File: src/rtl/core/acmac_pkg.sv
`timescale 1ns / 1ps
package acmac_pkg;

    localparam int TAG_BYTES_DEFAULT = 8;
    localparam int QUEUE_DEPTH = 4;

    localparam logic [7:0] DBL_POLY = 8'h87;
    localparam logic [7:0] PAD_BYTE = 8'h80;

    localparam logic [1:0] JOB_CHAIN  = 2'd0;
    localparam logic [1:0] JOB_LAST_FULL = 2'd1;
    localparam logic [1:0] JOB_LAST_PAD  = 2'd2;

    typedef struct packed {
        logic [1:0]   kind;
        logic [127:0] block;
        logic [63:0]  expected_tag;
    } job_t;

    function automatic logic [7:0] sbox(input logic [7:0] x);
        logic [7:0] t [0:255];
        t = '{
        8'h63,8'h7c,8'h77,8'h7b,8'hf2,8'h6b,8'h6f,8'hc5,8'h30,8'h01,8'h67,8'h2b,8'hfe,8'hd7,8'hab,8'h76,
        8'hca,8'h82,8'hc9,8'h7d,8'hfa,8'h59,8'h47,8'hf0,8'had,8'hd4,8'ha2,8'haf,8'h9c,8'ha4,8'h72,8'hc0,
        8'hb7,8'hfd,8'h93,8'h26,8'h36,8'h3f,8'hf7,8'hcc,8'h34,8'ha5,8'he5,8'hf1,8'h71,8'hd8,8'h31,8'h15,
        8'h04,8'hc7,8'h23,8'hc3,8'h18,8'h96,8'h05,8'h9a,8'h07,8'h12,8'h80,8'he2,8'heb,8'h27,8'hb2,8'h75,
        8'h09,8'h83,8'h2c,8'h1a,8'h1b,8'h6e,8'h5a,8'ha0,8'h52,8'h3b,8'hd6,8'hb3,8'h29,8'he3,8'h2f,8'h84,
        8'h53,8'hd1,8'h00,8'hed,8'h20,8'hfc,8'hb1,8'h5b,8'h6a,8'hcb,8'hbe,8'h39,8'h4a,8'h4c,8'h58,8'hcf,
        8'hd0,8'hef,8'haa,8'hfb,8'h43,8'h4d,8'h33,8'h85,8'h45,8'hf9,8'h02,8'h7f,8'h50,8'h3c,8'h9f,8'ha8,
        8'h51,8'ha3,8'h40,8'h8f,8'h92,8'h9d,8'h38,8'hf5,8'hbc,8'hb6,8'hda,8'h21,8'h10,8'hff,8'hf3,8'hd2,
        8'hcd,8'h0c,8'h13,8'hec,8'h5f,8'h97,8'h44,8'h17,8'hc4,8'ha7,8'h7e,8'h3d,8'h64,8'h5d,8'h19,8'h73,
        8'h60,8'h81,8'h4f,8'hdc,8'h22,8'h2a,8'h90,8'h88,8'h46,8'hee,8'hb8,8'h14,8'hde,8'h5e,8'h0b,8'hdb,
        8'he0,8'h32,8'h3a,8'h0a,8'h49,8'h06,8'h24,8'h5c,8'hc2,8'hd3,8'hac,8'h62,8'h91,8'h95,8'he4,8'h79,
        8'he7,8'hc8,8'h37,8'h6d,8'h8d,8'hd5,8'h4e,8'ha9,8'h6c,8'h56,8'hf4,8'hea,8'h65,8'h7a,8'hae,8'h08,
        8'hba,8'h78,8'h25,8'h2e,8'h1c,8'ha6,8'hb4,8'hc6,8'he8,8'hdd,8'h74,8'h1f,8'h4b,8'hbd,8'h8b,8'h8a,
        8'h70,8'h3e,8'hb5,8'h66,8'h48,8'h03,8'hf6,8'h0e,8'h61,8'h35,8'h57,8'hb9,8'h86,8'hc1,8'h1d,8'h9e,
        8'he1,8'hf8,8'h98,8'h11,8'h69,8'hd9,8'h8e,8'h94,8'h9b,8'h1e,8'h87,8'he9,8'hce,8'h55,8'h28,8'hdf,
        8'h8c,8'ha1,8'h89,8'h0d,8'hbf,8'he6,8'h42,8'h68,8'h41,8'h99,8'h2d,8'h0f,8'hb0,8'h54,8'hbb,8'h16};
        return t[x];
    endfunction

    function automatic logic [7:0] xtime(input logic [7:0] v);
        return {v[6:0], 1'b0} ^ (v[7] ? 8'h1b : 8'h00);
    endfunction

    function automatic logic [127:0] dbl(input logic [127:0] v);
        return {v[126:0], 1'b0} ^ {120'd0, (v[127] ? DBL_POLY : 8'h00)};
    endfunction

    // Byte k of a block lies in bits 127-8k down to 120-8k.
    function automatic logic [127:0] aes_round(input logic [127:0] s, input logic [127:0] rk,
                                              input logic last);
        logic [7:0] b [0:15];
        logic [7:0] t [0:15];
        logic [7:0] a0, a1, a2, a3, al;
        logic [127:0] r;
        for (int k = 0; k < 16; k++)
        begin
            b[k] = sbox(s[127-8*k -: 8]);
        end
        for (int c = 0; c < 4; c++)
        begin
            for (int k = 0; k < 4; k++)
            begin
                t[c*4+k] = b[((c+k)%4)*4+k];
            end
        end
        if (!last)
        begin
            for (int c = 0; c < 4; c++)
            begin
                a0 = t[c*4]; a1 = t[c*4+1]; a2 = t[c*4+2]; a3 = t[c*4+3];
                al = a0 ^ a1 ^ a2 ^ a3;
                t[c*4]   = a0 ^ al ^ xtime(a0 ^ a1);
                t[c*4+1] = a1 ^ al ^ xtime(a1 ^ a2);
                t[c*4+2] = a2 ^ al ^ xtime(a2 ^ a3);
                t[c*4+3] = a3 ^ al ^ xtime(a3 ^ a0);
            end
        end
        for (int k = 0; k < 16; k++)
        begin
            r[127-8*k -: 8] = t[k];
        end
        return r ^ rk;
    endfunction

    function automatic logic [127:0] key_step(input logic [127:0] rk, input logic [7:0] rcon);
        logic [31:0] w;
        logic [127:0] n;
        w = {sbox(rk[23:16]) ^ rcon, sbox(rk[15:8]), sbox(rk[7:0]), sbox(rk[31:24])};
        n[127:96] = rk[127:96] ^ w;
        n[95:64]  = rk[95:64] ^ n[127:96];
        n[63:32]  = rk[63:32] ^ n[95:64];
        n[31:0]   = rk[31:0] ^ n[63:32];
        return n;
    endfunction

endpackage

File: src/rtl/core/acmac_if.sv
`timescale 1ns / 1ps
interface acmac_in_if;
    logic        valid;
    logic        ready;
    logic [7:0]  data_byte;
    logic        has_byte;
    logic        end_of_message;
    logic [63:0] expected_tag;
    modport source (output valid, data_byte, has_byte, end_of_message, expected_tag,
                    input ready);
    modport sink (input valid, data_byte, has_byte, end_of_message, expected_tag,
                  output ready);
endinterface


File: src/rtl/core/acmac_front.sv
`timescale 1ns / 1ps
module acmac_front (
    input  logic         clk,
    input  logic         rst_n,
    acmac_in_if.sink     in_w,
    output logic         job_valid,
    output acmac_pkg::job_t job,
    input  logic         job_ready
);
    import acmac_pkg::*;

    logic [127:0] buf_reg;
    logic [4:0]   fill_reg;
    logic         nonempty_reg;
    logic [127:0] nb;
    logic [4:0]   nf;
    logic         ne;
    logic         need_chain;
    logic         chain_first;
    logic [3:0]   pos;
    logic [127:0] pad;

    // A byte that arrives at a full buffer and also ends the message takes two jobs:
    // the chain job goes first and the word is held until the final job can follow.
    logic split_reg;
    logic stall;

    // A full buffer is sent as a chain job only when a further byte arrives.
    assign need_chain = in_w.has_byte && (fill_reg == 5'd16);
    assign chain_first = need_chain && !split_reg;
    assign stall = chain_first && in_w.end_of_message;
    assign in_w.ready = job_ready && !stall;

    always_comb
    begin
        nb = buf_reg;
        nf = need_chain ? 5'd0 : fill_reg;
        ne = nonempty_reg;
        if (in_w.has_byte)
        begin
            pos = nf[3:0];
            nb[127 - 8*pos -: 8] = in_w.data_byte;
            nf = nf + 5'd1;
            ne = 1'b1;
        end
        else
        begin
            pos = 4'd0;
        end
        pad = nb;
        for (int k = 0; k < 16; k++)
        begin
            if (k[4:0] > nf)
            begin
                pad[127-8*k -: 8] = 8'h00;
            end
            else if (k[4:0] == nf)
            begin
                pad[127-8*k -: 8] = PAD_BYTE;
            end
        end
    end

    always_comb
    begin
        job.expected_tag = in_w.expected_tag;
        job_valid = 1'b0;
        job.kind = JOB_CHAIN;
        job.block = buf_reg;
        if (in_w.valid && chain_first)
        begin
            job_valid = 1'b1;
        end
        else if (in_w.valid && in_w.end_of_message)
        begin
            job_valid = 1'b1;
            if (ne && nf == 5'd16)
            begin
                job.kind = JOB_LAST_FULL;
                job.block = nb;
            end
            else
            begin
                job.kind = JOB_LAST_PAD;
                job.block = pad;
            end
        end
    end

    always_ff @(posedge clk or negedge rst_n)
    begin
        if (!rst_n)
        begin
            fill_reg <= 5'd0;
            nonempty_reg <= 1'b0;
            split_reg <= 1'b0;
        end
        else
        begin
            if (stall && job_ready)
            begin
                split_reg <= 1'b1;
            end
            else if (in_w.valid && in_w.ready)
            begin
                split_reg <= 1'b0;
            end
            if (in_w.valid && in_w.ready)
            begin
                if (in_w.end_of_message)
                begin
                    fill_reg <= 5'd0;
                    nonempty_reg <= 1'b0;
                end
                else
                begin
                    fill_reg <= nf;
                    nonempty_reg <= ne;
                end
            end
        end
    end

    always_ff @(posedge clk)
    begin
        if (in_w.valid && in_w.ready)
        begin
            buf_reg <= nb;
        end
    end
endmodule

File: src/flat_wrapper.sv
// flat-port wrapper written by rule: the top's interface ports become plain ports
module acmac_front_flat import acmac_pkg::*;
  (clk, rst_n, job_valid, job, job_ready, in_w_valid, in_w_data_byte, in_w_has_byte, in_w_end_of_message, in_w_expected_tag, in_w_ready);
  acmac_in_if in_w_i ();
  input  logic clk;
  input  logic rst_n;
  output logic job_valid;
  output acmac_pkg::job_t job;
  input  logic job_ready;
  input wire logic [$bits(in_w_i.valid)-1:0] in_w_valid;
  input wire logic [$bits(in_w_i.data_byte)-1:0] in_w_data_byte;
  input wire logic [$bits(in_w_i.has_byte)-1:0] in_w_has_byte;
  input wire logic [$bits(in_w_i.end_of_message)-1:0] in_w_end_of_message;
  input wire logic [$bits(in_w_i.expected_tag)-1:0] in_w_expected_tag;
  output wire logic [$bits(in_w_i.ready)-1:0] in_w_ready;
  assign in_w_i.valid = in_w_valid;
  assign in_w_i.data_byte = in_w_data_byte;
  assign in_w_i.has_byte = in_w_has_byte;
  assign in_w_i.end_of_message = in_w_end_of_message;
  assign in_w_i.expected_tag = in_w_expected_tag;
  assign in_w_ready = in_w_i.ready;
  acmac_front u_core (.clk(clk), .rst_n(rst_n), .in_w(in_w_i), .job_valid(job_valid), .job(job), .job_ready(job_ready));
endmodule
File: config.mk
export PLATFORM = sky130hd
export DESIGN_NAME = acmac_front_flat
export DESIGN_NICKNAME = d
export VERILOG_FILES = /design/src/rtl/core/acmac_pkg.sv /design/src/rtl/core/acmac_if.sv /design/src/rtl/core/acmac_front.sv /design/src/flat_wrapper.sv
export SDC_FILE = /design/constraint.sdc
export NUM_CORES = 1
export LEC_CHECK = 0
export BUFFER_PORTS_ARGS = -buffer_cell sky130_fd_sc_hd__clkbuf_2
export CORE_MARGIN = 2
export CORE_UTILIZATION = 47
export CTS_CLUSTER_SIZE = 10
export DETAILED_ROUTE_END_ITERATION = 8
export PLACE_DENSITY = 0.89
export SYNTH_ARGS = -nofsm -noshare
export SYNTH_HDL_FRONTEND = slang
export SYNTH_SLANG_ARGS = --single-unit
File: constraint.sdc
create_clock -name clk -period 4.9 [get_ports clk]
set_clock_uncertainty 0.1 [all_clocks]
set_input_delay 0.735 -clock clk [delete_from_list [all_inputs] [get_ports clk]]
set_output_delay 0.735 -clock clk [all_outputs]
set_load 0.02 [all_outputs]
==> impl_metrics.tcl <==
set metrics [dict create \
    pre_cts_ws_ps 852.7 \
    synthAdderAreaFrac_pct 1.027 \
    cts_buffers 17 \
    synthSimpleGateAreaFrac_pct 16.02 \
    antenna_left 0 \
    vias 7510 \
    p_seq_share_pct 44.5 \
    grt_use_total_pct 24.66 \
    finalCriticalPeriod_ps 4491 \
    synth_nets 994 \
    dr.first_iter.drc_count 1051 \
    synth_top_area_share_pct 45.06 \
    synth_top_family_by_area "compound AO/OA/AOI/OAI gates" \
    r2r_end "u_core.nonempty_reg$_DFFE_PN0P_" \
    cp_slowest_stage_delay_ps 640 \
    cts_buffer_depth 2 \
    cp_top_family "compound AO/OA/AOI/OAI gates" \
    drive_gt1_share_pct 20.97 \
    synth.avg_cell_area_sq_um 9.383 \
    wirelength_microns 24600 \
    grt_antenna_before_repair 0 \
    die_w_microns 138.7 \
    viasPerCell 6.248 \
    synth.distinct_cells 68 \
    combPwrFrac_pct 18.2 \
    grt_pass1_wl_microns 37920 \
    endpoint_kind "primary output" \
    clk_pin_slew_ps 60 \
    grt_pass1_vias 6951 \
    synth_compound_area_share_pct 26.23 \
    whs_ps 47.98 \
    wire_per_inst_microns 20.47 \
    synth_area_leaders "edfxtp_1 45%, nand2_1 9.7%, o21ai_0 8.5%" \
    p_per_area_nw_per_um2 323.8 \
    cts_resized 0 \
    swShare_pct 29.06 \
    remaining_drc_errors 0 \
    power.internal_uw 2162 \
    r2r_slack_ps 1380 \
    area_growth_pct 10.36 \
    place.gp.congestion 0.9721 \
    design.core.area_sq_um 17900 \
    cts.sinks 135 \
    status "finished, final reports clean" \
    synth_xor_area_share_pct 0.2934 \
    hold_path_class "primary input to asynchronous set/reset pin" \
    firstDrtPassIters 6 \
    setup_ws_ps 408.6 \
    final_nets 1049 \
    yosys.area.top_type "edfxtp_1" \
    ys.flop_type "edfxtp_1" \
    cellLeakagePower_uw 0.003759 \
    drv_cap 0 \
    critical_path_peak_fanout 9 \
    syn_inst 909 \
    antenna_cells 0 \
    cts_tree "yes" \
    htreeDepth 4 \
    final.setup.tns_ps 0 \
    crit_required_ps 4070 \
    netlist_top_cells_count "220 x nand2_1, 145 x o21ai_0, 128 x edfxtp_1, 68 x buf_4, 49 x o2bb2ai_1" \
    clock_latency_ps 420 \
    ios 274 \
    synth_edf_count 128 \
    critical_path.cell_chain "buf_4 > ha_1 > ha_1 > nand2_1 > o21ai_1 > a211oi_2 > and2b_1 > o21ai_1 > a32o_1 > clkbuf_2" \
    syn-cell-area_sq_um 8529 \
    cp-start-kind "register" \
    fp.dieArea_sq_um 19240 \
    rsz0062_at_grt "false" \
    slew_viol_final 0 \
    async_flop_share_pct 5.185 \
    fp.dieH_microns 138.7 \
    setup_viol 0 \
    numPortBuffers 145 \
    dp.final_hpwl_microns 17360 \
    crit_type "register to primary output" \
    worst-r2r-cell-count 10 \
    max-vdd-ir-drop_mv 0.2574 \
    yosys_warnings 0 \
    r2r-start "u_core.fill_reg[0]$_DFFE_PN0P_" \
    hold_viol_final 0 \
    grt_overflow 0 \
    cts_setup_buffers 0 \
    start_util_pct 47.64 \
    crit_arrival_ps 3660 \
    yosysSeqAreaShare_pct 47.12 \
    p_clk_share_pct 37.3 \
    p_sw_uw 885.9 \
    max_freq_mhz 222.6 \
    slowest_stage "a211oi_2" \
    path_buf_inv 2 \
    cts_root_buffer "clkbuf_16" \
    synth.area.mux_share_pct 0.2347 \
    synth-seq-cells 135 \
    worst-slew-pin-transition_ps 822.1 \
    yosysMostFrequentCell "nand2_1" \
    relSlewSlack_pct 45.19 \
    grt_max_degree 71 \
    rows 49 \
    largest_reg_flops 128 \
    cts_hold_buffers 0 \
    post-route-period-util_pct 91.66 \
]
metal layers:
metal	up-vias	global-route usage, %	part of all wire, %
met4	0	10.31	3.3
li1	3441	-	-
met2	394	38.54	46
met5	-	0	0
met1	3608	33.59	43
met3	67	5.283	7.8
worst max-delay path by stage:
stage,startpoint,end,slack [ps],cells after the start
5_1_grt,u_core.fill_reg[0]$_DFFE_PN0P_,job[93],210,9
4_1_cts,u_core.fill_reg[1]$_DFFE_PN0P_,job[172],500,10
3_3_place_gp,in_w_has_byte,job[87],850,9
6_report,u_core.fill_reg[1]$_DFFE_PN0P_,job[172],410,10
2_1_floorplan,u_core.fill_reg[0]$_DFFE_PN0P_,u_core.buf_reg[0]$_DFFE_PP_,470,9
3_5_place_dp,in_w_has_byte,job[87],850,9
area by class of cell:
cell class | instances | area, sq um
fillers | 1604 | 8489
flip-flops and latches | 135 | 4019
multi-input cells | 641 | 3736
repair buffers | 156 | 820.8
clock buffers | 20 | 436.7
well taps | 229 | 286.5
clock inverters | 8 | 61.31
inverters | 13 | 52.55
metrics by stage:
| step | instances | area, sq um | utilization, % | power [uW] |
|---|---|---|---|---|
| 2_1_floorplan | 909 | 8533 | - | 1817 |
| 3_5_place_dp | 1174 | 8915 | 49.80 | 1924 |
| 5_1_grt | 1202 | 9413 | 52.58 | 3147 |
| 6_report | 1202 | 9413 | 52.58 | 3048 |
| 3_3_place_gp | 1174 | 8915 | 49.80 | 1915 |
| 4_1_cts | 1202 | 9413 | 52.58 | 3043 |
layout by cell type, fill, tap and decap left out, types with 6 or more instances in the layout:
cell       instances
nand2_1          220
o21ai_0          145
clkbuf_2         145
edfxtp_1         128
o2bb2ai_1         49
a32o_1            42
nor2_1            21
o21ai_1           17
clkbuf_16         17
inv_1             12
nand3_1           11
a21oi_1           11
a22o_1            10
buf_4             10
and3_1             7
nor3_2             7
o31ai_1            7
ha_1               7
dfrtp_1            7
and2_1             6
power by group through the flow:
| stage | clock (uW) | combinational [uW] | sequential [uW] |
|---|---|---|---|
| after floorplan | 0 | 448 | 1370 |
| after global placement | 0 | 539 | 1380 |
| after detailed placement | 0 | 546 | 1380 |
| after CTS | 1140 | 547 | 1360 |
| after global routing | 1190 | 594 | 1360 |
| final | 1140 | 555 | 1360 |
logic make-up (layout without fill, tap and decap cells):
family,after synthesis,in the layout
mux,2,2
fa+ha+maj,7,7
compound gates,325,325
xor+xnor,2,2
buf+inv,133,197
simple gates,305,305
flops,135,135
(Power assumes the default switching activity.)
