## src/rtl/core/acmac_pkg.sv

```systemverilog
`timescale 1ns / 1ps
package acmac_pkg;

    localparam int TAG_BYTES_DEFAULT = 8;
    localparam int QUEUE_DEPTH = 4;

    localparam logic [7:0] DBL_POLY = 8'h87;
    localparam logic [7:0] PAD_BYTE = 8'h80;

    localparam logic [1:0] JOB_CHAIN  = 2'd0;
    localparam logic [1:0] JOB_LAST_FULL = 2'd1;
    localparam logic [1:0] JOB_LAST_PAD  = 2'd2;

    typedef struct packed {
        logic [1:0]   kind;
        logic [127:0] block;
        logic [63:0]  expected_tag;
    } job_t;

    function automatic logic [7:0] sbox(input logic [7:0] x);
        logic [7:0] t [0:255];
        t = '{
        8'h63,8'h7c,8'h77,8'h7b,8'hf2,8'h6b,8'h6f,8'hc5,8'h30,8'h01,8'h67,8'h2b,8'hfe,8'hd7,8'hab,8'h76,
        8'hca,8'h82,8'hc9,8'h7d,8'hfa,8'h59,8'h47,8'hf0,8'had,8'hd4,8'ha2,8'haf,8'h9c,8'ha4,8'h72,8'hc0,
        8'hb7,8'hfd,8'h93,8'h26,8'h36,8'h3f,8'hf7,8'hcc,8'h34,8'ha5,8'he5,8'hf1,8'h71,8'hd8,8'h31,8'h15,
        8'h04,8'hc7,8'h23,8'hc3,8'h18,8'h96,8'h05,8'h9a,8'h07,8'h12,8'h80,8'he2,8'heb,8'h27,8'hb2,8'h75,
        8'h09,8'h83,8'h2c,8'h1a,8'h1b,8'h6e,8'h5a,8'ha0,8'h52,8'h3b,8'hd6,8'hb3,8'h29,8'he3,8'h2f,8'h84,
        8'h53,8'hd1,8'h00,8'hed,8'h20,8'hfc,8'hb1,8'h5b,8'h6a,8'hcb,8'hbe,8'h39,8'h4a,8'h4c,8'h58,8'hcf,
        8'hd0,8'hef,8'haa,8'hfb,8'h43,8'h4d,8'h33,8'h85,8'h45,8'hf9,8'h02,8'h7f,8'h50,8'h3c,8'h9f,8'ha8,
        8'h51,8'ha3,8'h40,8'h8f,8'h92,8'h9d,8'h38,8'hf5,8'hbc,8'hb6,8'hda,8'h21,8'h10,8'hff,8'hf3,8'hd2,
        8'hcd,8'h0c,8'h13,8'hec,8'h5f,8'h97,8'h44,8'h17,8'hc4,8'ha7,8'h7e,8'h3d,8'h64,8'h5d,8'h19,8'h73,
        8'h60,8'h81,8'h4f,8'hdc,8'h22,8'h2a,8'h90,8'h88,8'h46,8'hee,8'hb8,8'h14,8'hde,8'h5e,8'h0b,8'hdb,
        8'he0,8'h32,8'h3a,8'h0a,8'h49,8'h06,8'h24,8'h5c,8'hc2,8'hd3,8'hac,8'h62,8'h91,8'h95,8'he4,8'h79,
        8'he7,8'hc8,8'h37,8'h6d,8'h8d,8'hd5,8'h4e,8'ha9,8'h6c,8'h56,8'hf4,8'hea,8'h65,8'h7a,8'hae,8'h08,
        8'hba,8'h78,8'h25,8'h2e,8'h1c,8'ha6,8'hb4,8'hc6,8'he8,8'hdd,8'h74,8'h1f,8'h4b,8'hbd,8'h8b,8'h8a,
        8'h70,8'h3e,8'hb5,8'h66,8'h48,8'h03,8'hf6,8'h0e,8'h61,8'h35,8'h57,8'hb9,8'h86,8'hc1,8'h1d,8'h9e,
        8'he1,8'hf8,8'h98,8'h11,8'h69,8'hd9,8'h8e,8'h94,8'h9b,8'h1e,8'h87,8'he9,8'hce,8'h55,8'h28,8'hdf,
        8'h8c,8'ha1,8'h89,8'h0d,8'hbf,8'he6,8'h42,8'h68,8'h41,8'h99,8'h2d,8'h0f,8'hb0,8'h54,8'hbb,8'h16};
        return t[x];
    endfunction

    function automatic logic [7:0] xtime(input logic [7:0] v);
        return {v[6:0], 1'b0} ^ (v[7] ? 8'h1b : 8'h00);
    endfunction

    function automatic logic [127:0] dbl(input logic [127:0] v);
        return {v[126:0], 1'b0} ^ {120'd0, (v[127] ? DBL_POLY : 8'h00)};
    endfunction

    // Byte k of a block lies in bits 127-8k down to 120-8k.
    function automatic logic [127:0] aes_round(input logic [127:0] s, input logic [127:0] rk,
                                              input logic last);
        logic [7:0] b [0:15];
        logic [7:0] t [0:15];
        logic [7:0] a0, a1, a2, a3, al;
        logic [127:0] r;
        for (int k = 0; k < 16; k++)
        begin
            b[k] = sbox(s[127-8*k -: 8]);
        end
        for (int c = 0; c < 4; c++)
        begin
            for (int k = 0; k < 4; k++)
            begin
                t[c*4+k] = b[((c+k)%4)*4+k];
            end
        end
        if (!last)
        begin
            for (int c = 0; c < 4; c++)
            begin
                a0 = t[c*4]; a1 = t[c*4+1]; a2 = t[c*4+2]; a3 = t[c*4+3];
                al = a0 ^ a1 ^ a2 ^ a3;
                t[c*4]   = a0 ^ al ^ xtime(a0 ^ a1);
                t[c*4+1] = a1 ^ al ^ xtime(a1 ^ a2);
                t[c*4+2] = a2 ^ al ^ xtime(a2 ^ a3);
                t[c*4+3] = a3 ^ al ^ xtime(a3 ^ a0);
            end
        end
        for (int k = 0; k < 16; k++)
        begin
            r[127-8*k -: 8] = t[k];
        end
        return r ^ rk;
    endfunction

    function automatic logic [127:0] key_step(input logic [127:0] rk, input logic [7:0] rcon);
        logic [31:0] w;
        logic [127:0] n;
        w = {sbox(rk[23:16]) ^ rcon, sbox(rk[15:8]), sbox(rk[7:0]), sbox(rk[31:24])};
        n[127:96] = rk[127:96] ^ w;
        n[95:64]  = rk[95:64] ^ n[127:96];
        n[63:32]  = rk[63:32] ^ n[95:64];
        n[31:0]   = rk[31:0] ^ n[63:32];
        return n;
    endfunction

endpackage

```

## src/rtl/core/acmac_queue.sv

```systemverilog
`timescale 1ns / 1ps
module acmac_queue #(
    parameter int DEPTH = acmac_pkg::QUEUE_DEPTH
) (
    input  logic              clk,
    input  logic              rst_n,
    input  logic              wr_valid,
    input  acmac_pkg::job_t   wr_job,
    output logic              wr_ready,
    output logic              rd_valid,
    output acmac_pkg::job_t   rd_job,
    input  logic              rd_ready
);
    import acmac_pkg::*;
    localparam int AW = (DEPTH > 1) ? $clog2(DEPTH) : 1;

    job_t           mem_reg [DEPTH];
    logic [AW-1:0]  wp_reg, rp_reg;
    logic [AW:0]    cnt_reg;
    logic           do_wr, do_rd;

    assign wr_ready = (cnt_reg != DEPTH[AW:0]);
    assign rd_valid = (cnt_reg != '0);
    assign rd_job = mem_reg[rp_reg];
    assign do_wr = wr_valid && wr_ready;
    assign do_rd = rd_valid && rd_ready;

    always_ff @(posedge clk or negedge rst_n)
    begin
        if (!rst_n)
        begin
            wp_reg <= '0;
            rp_reg <= '0;
            cnt_reg <= '0;
        end
        else
        begin
            if (do_wr)
            begin
                wp_reg <= (wp_reg == AW'(DEPTH - 1)) ? '0 : wp_reg + 1'b1;
            end
            if (do_rd)
            begin
                rp_reg <= (rp_reg == AW'(DEPTH - 1)) ? '0 : rp_reg + 1'b1;
            end
            cnt_reg <= cnt_reg + {{AW{1'b0}}, do_wr} - {{AW{1'b0}}, do_rd};
        end
    end

    always_ff @(posedge clk)
    begin
        if (do_wr)
        begin
            mem_reg[wp_reg] <= wr_job;
        end
    end
endmodule

```

## config.mk

```make
export PLATFORM = sky130hd
export DESIGN_NAME = acmac_queue
export DESIGN_NICKNAME = d
export VERILOG_FILES = /design/src/rtl/core/acmac_pkg.sv /design/src/rtl/core/acmac_queue.sv
export SDC_FILE = /design/constraint.sdc
export NUM_CORES = 1
export LEC_CHECK = 0
export BUFFER_PORTS_ARGS = -buffer_cell sky130_fd_sc_hd__buf_4
export CAP_MARGIN = 10
export CORE_MARGIN = 3
export CORE_UTILIZATION = 50
export CTS_CLUSTER_DIAMETER = 200
export DETAILED_ROUTE_END_ITERATION = 7
export PLACE_DENSITY_LB_ADDON = 0.15
export SLEW_MARGIN = 10
export SYNTH_ARGS = -nofsm -noshare
export SYNTH_HDL_FRONTEND = slang
export SYNTH_SLANG_ARGS = --single-unit
export TNS_END_PERCENT = 10
```

## constraint.sdc

```tcl
create_clock -name clk -period 5.1 [get_ports clk]
set_input_delay 0.255 -clock clk [delete_from_list [all_inputs] [get_ports clk]]
set_output_delay 0.255 -clock clk [all_outputs]
set_load 0.005 [all_outputs]
```

==> impl_metrics.yaml, run 1 <==
sta:
  worst_pin_slew_ns: 1.04
  setup-violations-final: 0
  max_freq_mhz: 318
  fin_crit_sh: 0.616
  finClkSkew_ns: 0.0147
  period_minus_slack_ns: 3.14
  slew_headroom: 0.305
  slew_viol_final: 0
  hold_violations: 0
  rsz0062_at_grt: "false"
clock_tree:
  clk_latency_ns: 0.60
  root_buffer: "clkbuf_16"
  clk_pin_slew_ns: 0.06
  cts_max_path_buffers: 3
  cts_made_buffers: 79
  cts_tree: "done"
  cts_max_level: 3
  numClockSinks: 783
logic_synthesis:
  ys_types: 19
  syn_inst: 1052
  synth-seq-cells: 783
  synth_warnings: 0
  synth.cell_area_um2: 28500
  ys_seq_area_frac: 0.823
  syn_area_per_cell_um2: 27.1
  synth_nets: 1258
die:
  core-area_um2: 55700
  die-area_um2: 59900
  ios: 394
  die_y_um: 245
  initial_core_util: 0.512
  rows: 86
  die_x_um: 245
pwr:
  ir_worst_vdd_mv: 0.376
  power_density_nw_per_um2: 555
  fin_total_pwr_mw: 20.5
  p_leak_nw: 12.7
global_routing:
  grt_pass1_wl_um: 88200
  grt_pass1_vias: 14300
  gr-total-overflow: 0
  grt_use_total: 0.195
  grt_start_max_net_pins: 83
  antenna_found_initial: 3
critical_path:
  cpLargestDelayFamily: "flip-flops"
  cp_max_fo: 75
  cp.required_ns: 4.85
  cp_num_buf_inv: 2
  worstRegToRegCells: 3
  reg2reg_from: "cnt_reg[2]"
  r2r_slack_ns: 2.60
  criticalPathCategory: "flip-flop to output port"
  end_kind: "output port"
  r2r-end: "mem_reg[3][139]"
  crit_arrival_ns: 2.89
  cp_cell_sequence: "buf_12, mux4_1, buf_4"
  worstSetupStartpointType: "flip-flop"
  crit_path_top_delay_cell: "dfrtp_4"
  max_stage_delay_ns: 1.04
placement:
  dp_cells: 2164
  io_buffers: 393
  dp_hpwl_um: 33000
  place_congestion: 0.708
route:
  vias_per_cell: 5.34
  num_vias: 13400
  drt_iter0_drc: 877
  drt-total-wl_um: 57800
  wl_per_cell_um: 23.0
  drc: 0
  detail-route-antenna-nets: 0
  drt-pass1-iter-count: 5
status:
  status: "finished, final reports clean"
hold_path:
  hold_path_class: "input pin to async pin"
layout:
  fillers: 3649
  fin_cells: 2509
  drive_gt1_frac: 0.400
  layout_common_cells: "776 x edfxtp_1, 396 x buf_4, 195 x dlygate4sd3_1"
  layout.nets: 1898
  final_common_cell: "edfxtp_1"
  largest_reg_flops: 776
  syn2layout_area_growth_pct: 29.3
run:
  maxCapViolations: 0
==> what timing repair did <==
action | CTS | global route
endpoints found under the hold margin | 783 | 0
buffers inserted | 0 | 0
hold buffers | 195 | 0
resized for setup | 0 | 0
==> synthesized netlist by cell type, drive strengths merged <==
master  count  area, um2
dfrtp       7        175
nand2       1       3.75
xnor2       2       17.5
and3        4       25.0
ha          7       87.6
fa          1       20.0
mux4      194       4450
or3b        1       11.3
clkbuf      5       18.8
nor2        2       7.51
edfxtp    776      23300
mux2        4       45.0
buf        39        309
inv         7       26.3
or3         1       6.26
and2        1       8.76
==> per-stage QoR <==
stage | hold slack (ns) | worst slack (ns) | util | TNS (ns) | cell area [um2]
after floorplan | -0.0406 | -0.587 | - | -341.53 | 28500
after global routing | 0.0491 | 1.85 | 0.661 | 0 | 36900
after detailed placement | 0.0903 | 2.54 | 0.581 | 0 | 32400
after CTS | 0.0185 | 1.91 | 0.661 | 0 | 36900
after global placement | 0.0876 | 2.55 | 0.581 | 0 | 32400
final | 0.0642 | 1.96 | 0.661 | 0 | 36900
==> report_power, final <==
part / switching, mW / internal, mW / total, mW
Clock: 2.29 / 3.31 / 5.60
Combinational: 2.84 / 3.18 / 6.02
Sequential: 0.359 / 8.49 / 8.85
Total: 5.49 / 15.0 / 20.5
==> area by class of cell <==
class                           count  area (um2)  share of cell area
Timing Repair Buffer              603        5160               0.140
Clock buffer                      103        2170              0.0589
Multi-Input combinational cell    218        4700               0.128
Tap cell                          748         936              0.0254
Inverter                            7        26.3            0.000713
Antenna cell                        6        15.0            0.000407
Sequential cell                   783       23500               0.637
Clock inverter                     41         365             0.00991
==> kinds of logic after synthesis <==
| logic type | count (synthesis) | synth area share |
|---|---|---|
| flip-flops | 783 | 0.823 |
| multiplexers | 198 | 0.158 |
| buffers and inverters | 51 | 0.0124 |
| AND/OR/NAND/NOR | 10 | 0.00219 |
| adder cells (fa/ha/maj) | 8 | 0.00377 |
| XOR/XNOR | 2 | 0.000614 |
==> per-layer routing <==
layer,global-route usage,share of wire
met5,0,0
met4,0.0483,0.021
met3,0.0525,0.064
met2,0.315,0.50
met1,0.270,0.42
==> worst max path at each step <==
stage	startpoint	to	slack [ns]	cells past startpoint
floorplan	cnt_reg[2]	mem_reg[1][0]	-0.59	2
global placement	cnt_reg[2]	mem_reg[3][145]	2.55	3
detailed placement	cnt_reg[2]	mem_reg[3][88]	2.54	3
CTS	rp_reg[1]	rd_job[65]	1.91	3
global route	rp_reg[1]	rd_job[65]	1.85	3
finish	rp_reg[1]	rd_job[65]	1.96	3
Note: power is estimated with default switching activity, not from simulation.
==> run 2: changes to the inputs <==
clock period = 2.8 ns   (was 5.1 ns; I/O delays follow)
==> impl_metrics.yaml, run 2 (synthesis gave the netlist of run 1 again) <==
status:
  status: "finished, final reports clean"
global_routing:
  grt_start_max_net_pins: 70
  antenna_found_initial: 3
  grt_use_total: 0.197
  gr-total-overflow: 0
  grt_pass1_vias: 14500
  grt_pass1_wl_um: 88700
critical_path:
  reg2reg_from: "cnt_reg[1]"
  r2r_slack_ns: 0.41
  worstSetupStartpointType: "flip-flop"
  criticalPathCategory: "flip-flop to output port"
  cp.required_ns: 2.66
  crit_start: "rp_reg[1]"
  worstRegToRegCells: 10
  end_kind: "output port"
  cp-endpoint: "rd_job[44]"
  r2r-end: "cnt_reg[2]"
  crit_arrival_ns: 2.47
  cp_max_fo: 45
layout:
  register_area_um2: 23500
  largest_reg_flops: 776
  utilization: 0.669
  fin_area_um2: 37300
  multi_input_comb_area_um2: 4700
  syn2layout_area_growth_pct: 30.8
  fillers: 3586
  layout_common_cells: "776 x edfxtp_1, 420 x buf_4, 198 x dlygate4sd3_1"
  final_common_cell: "edfxtp_1"
  layout.nets: 1944
  drive_gt1_frac: 0.411
die:
  ios: 394
  die-area_um2: 59900
  die_x_um: 245
  initial_core_util: 0.512
  rows: 86
  core-area_um2: 55700
  die_y_um: 245
clock_tree:
  hold_buffers: 198
  clk_latency_ns: 0.61
  cts-resized-gates: 0
  cts_max_path_buffers: 3
  cts_made_buffers: 78
  cts_max_level: 3
  cts_tree: "done"
  clk_pin_slew_ns: 0.06
  numClockSinks: 783
  root_buffer: "clkbuf_16"
  post_cts_buffers: 0
placement:
  dp_hpwl_um: 36800
  placed_area_um2: 32900
  io_buffers: 393
  place_congestion: 0.745
  place_ws_ns: 0.387
sta:
  hold_violations: 0
  fin_ws_ns: 0.187
  finClkSkew_ns: 0.0263
  rsz0062_at_grt: "false"
  period_minus_slack_ns: 2.61
  slew_viol_final: 0
  slew_headroom: 0.453
  worst_pin_slew_ns: 0.821
  setup-violations-final: 0
  fin_crit_sh: 0.933
  fin_setup_tns_ns: 0
  max_freq_mhz: 383
pwr:
  power_density_nw_per_um2: 1010
  seq_power_share: 0.429
  switching_share: 0.270
  internal-power_mw: 27.4
  combPwrFrac: 0.313
  ir_worst_vdd_mv: 0.755
  p_clk_frac: 0.257
  power.switching_mw: 10.1
  p_leak_nw: 12.9
hold_path:
  hold_path_class: "input pin to flip-flop"
route:
  drt_iter0_drc: 796
  wl_met1_um: 23600
  wl_per_cell_um: 22.9
  drc: 0
  num_vias: 13600
  detail-route-antenna-nets: 0
  vias_per_cell: 5.33
  met2WireLength_um: 29500
  drt-total-wl_um: 58400
  wl_met3_um: 4020
  drt-pass1-iter-count: 5
  route.top_layer_used: "met5"
run:
  maxCapViolations: 0
==> run 2: power by group through the flow <==
stage,sequential [mW],combinational [mW],clock (mW)
after floorplan,16.2,6.04,0
after global placement,16.3,11.8,0
after detailed placement,16.4,11.8,0
after CTS,16.2,12.1,9.90
after global routing,16.3,12.6,10.4
final,16.1,11.8,9.65
==> run 2: worst min-delay path by stage <==
| stage | startpoint | end | slack (ns) | depth (start not counted) |
|---|---|---|---|---|
| 2_1_floorplan | rst_n | cnt_reg[0] | -0.16 | 0 |
| 3_3_place_gp | rst_n | wp_reg[1] | -0.04 | 1 |
| 3_5_place_dp | rst_n | wp_reg[1] | -0.04 | 1 |
| 4_1_cts | wr_job[43] | mem_reg[2][43] | 0.23 | 2 |
| 5_1_grt | wr_job[184] | mem_reg[0][184] | 0.25 | 2 |
| 6_report | wr_job[34] | mem_reg[3][34] | 0.27 | 2 |
==> run 2: metrics by stage <==
step                std cells  hold WS [ns]  power (mW)
floorplan                1052        -0.156        22.2
global placement         2208       -0.0426        28.1
detailed placement       2208       -0.0357        28.2
CTS                      2542         0.234        38.1
global route             2544         0.252        39.3
finish                   2547         0.269        37.5
==> run 2: final cells by class <==
class	instances	share of cell area
inverters	7	0.000704
well taps	748	0.0251
diodes	5	0.000335
flip-flops and latches	783	0.630
clock buffers	101	0.0563
clock inverters	35	0.00704
repair buffers	650	0.155
multi-input cells	218	0.126
==> run 2: worst max-delay path: stages, from the launching register on <==
cell and delay (ns):
dfrtp_4 0.97, buf_4 0.37, mux4_2 0.37, buf_4 0.16
==> run 2: routing by layer <==
layer	vias to the layer above	global-route usage
met4	2	0.0627
met1	7111	0.266
li1	5987	-
met3	76	0.0512
met2	396	0.321
met5	-	0
==> run 3: changes to the inputs <==
clock period = 3.3 ns   (was 2.8 ns; I/O delays follow)
==> impl_metrics.yaml, run 3 (synthesis gave the netlist of run 1 again) <==
status:
  status: "finished, final reports clean"
critical_path:
  crit_arrival_ns: 2.53
  cp_max_fo: 57
  criticalPathCategory: "flip-flop to output port"
  crit_path_top_delay_cell: "dfrtp_4"
  cp.required_ns: 3.13
  cp_cell_sequence: "buf_12, mux4_2, buf_4"
  end_kind: "output port"
  max_stage_delay_ns: 0.65
  worstSetupStartpointType: "flip-flop"
sta:
  rsz0062_at_grt: "false"
  holdWs_ns: 0.304
  fin_crit_sh: 0.818
  fin_setup_tns_ns: 0
  hold_violations: 0
  finClkSkew_ns: 0.0164
  slew_headroom: 0.477
  period_minus_slack_ns: 2.70
  fin_ws_ns: 0.601
  max_freq_mhz: 370
  worst_pin_slew_ns: 0.784
  slew_viol_final: 0
  setup-violations-final: 0
pwr:
  seq_power_share: 0.433
  fin_total_pwr_mw: 31.5
  ir_worst_vdd_mv: 0.530
  p_clk_frac: 0.263
  power.switching_mw: 8.51
  switching_share: 0.270
  power_density_nw_per_um2: 852
  combPwrFrac: 0.304
  internal-power_mw: 23.0
  p_leak_nw: 12.8
route:
  drt_iter0_drc: 720
  detail-route-antenna-nets: 0
  drc: 0
  drt-total-wl_um: 58400
  drt-pass1-iter-count: 7
  vias_per_cell: 5.34
  wl_per_cell_um: 23.1
  num_vias: 13500
layout:
  largest_reg_flops: 776
  layout.nets: 1916
  final_common_cell: "edfxtp_1"
  drive_gt1_frac: 0.401
  utilization: 0.663
  layout_common_cells: "776 x edfxtp_1, 407 x buf_4, 198 x dlygate4sd3_1"
  syn2layout_area_growth_pct: 29.6
global_routing:
  grt_pass1_vias: 14600
  gr-total-overflow: 0
  antenna_found_initial: 5
  grt_start_max_net_pins: 90
  grt_pass1_wl_um: 89400
  grt_use_total: 0.198
hold_path:
  hold_path_class: "input pin to flip-flop"
die:
  die_y_um: 245
  ios: 394
  core-area_um2: 55700
  rows: 86
  initial_core_util: 0.512
  die_x_um: 245
  die-area_um2: 59900
clock_tree:
  clk_pin_slew_ns: 0.06
  clk_latency_ns: 0.60
  root_buffer: "clkbuf_16"
  cts_max_path_buffers: 3
  cts_max_level: 3
  cts-resized-gates: 0
  cts_tree: "done"
  cts_made_buffers: 78
  numClockSinks: 783
placement:
  place_congestion: 0.719
  io_buffers: 393
  dp_hpwl_um: 35000
  place_ws_ns: 0.898
run:
  maxCapViolations: 0
[run 3: power groups by stage]
stage,clock network (mW),registers [mW],logic (mW)
4_1_cts,8.52,13.6,9.83
5_1_grt,8.91,13.8,10.3
3_5_place_dp,0,13.8,9.59
2_1_floorplan,0,13.7,5.13
6_report,8.29,13.6,9.57
3_3_place_gp,0,13.7,9.59
[run 3: metal layers]
| layer | wire (um) | vias to the layer above | GRT usage |
|---|---|---|---|
| met5 | 74 | - | 0.00735 |
| met4 | 1480 | 4 | 0.0669 |
| met3 | 4000 | 93 | 0.0497 |
| met2 | 29300 | 383 | 0.322 |
| met1 | 23600 | 7088 | 0.266 |
| li1 | - | 5925 | - |
[run 3: stage by stage]
stage,std cells,cell area [um2]
6_report,2525,37000
3_5_place_dp,2180,32500
2_1_floorplan,1052,28500
3_3_place_gp,2180,32500
5_1_grt,2523,37000
4_1_cts,2520,36900
[run 3: critical path, delay by kind of cell (launching register included)]
kind / cells / cell delay [ns]
buffers and inverters: 2 / 0.61
flip-flops: 1 / 0.65
multiplexers: 1 / 0.60
[run 3: final timing paths]
kind	start	to	slack, ns	cells after the start
max	rp_reg[0]	rd_job[34]	0.60	3
min	wr_job[137]	mem_reg[3][137]	0.30	2
max reg2reg	cnt_reg[1]	cnt_reg[2]	0.89	10
min reg2reg	cnt_reg[2]	cnt_reg[2]	0.52	1
max in group asynchronous	rst_n	rp_reg[1]	2.44	3
min in group asynchronous	rst_n	wp_reg[1]	0.55	3
[run 3: layout make-up]
type	instances	area (um2)
sequential	783	23500
tap	748	936
multi-input combinational	218	4700
clock inverter	39	308
fill	3631	18800
timing repair buffer	622	5380
inverter	7	26.3
clock buffer	103	2110
antenna	5	12.5
[run 3: what timing repair did]
action / 4_1_cts / 5_1_grt
buffers inserted: 0 / 0
hold endpoints to repair: 787 / 0
hold buffers: 198 / 0
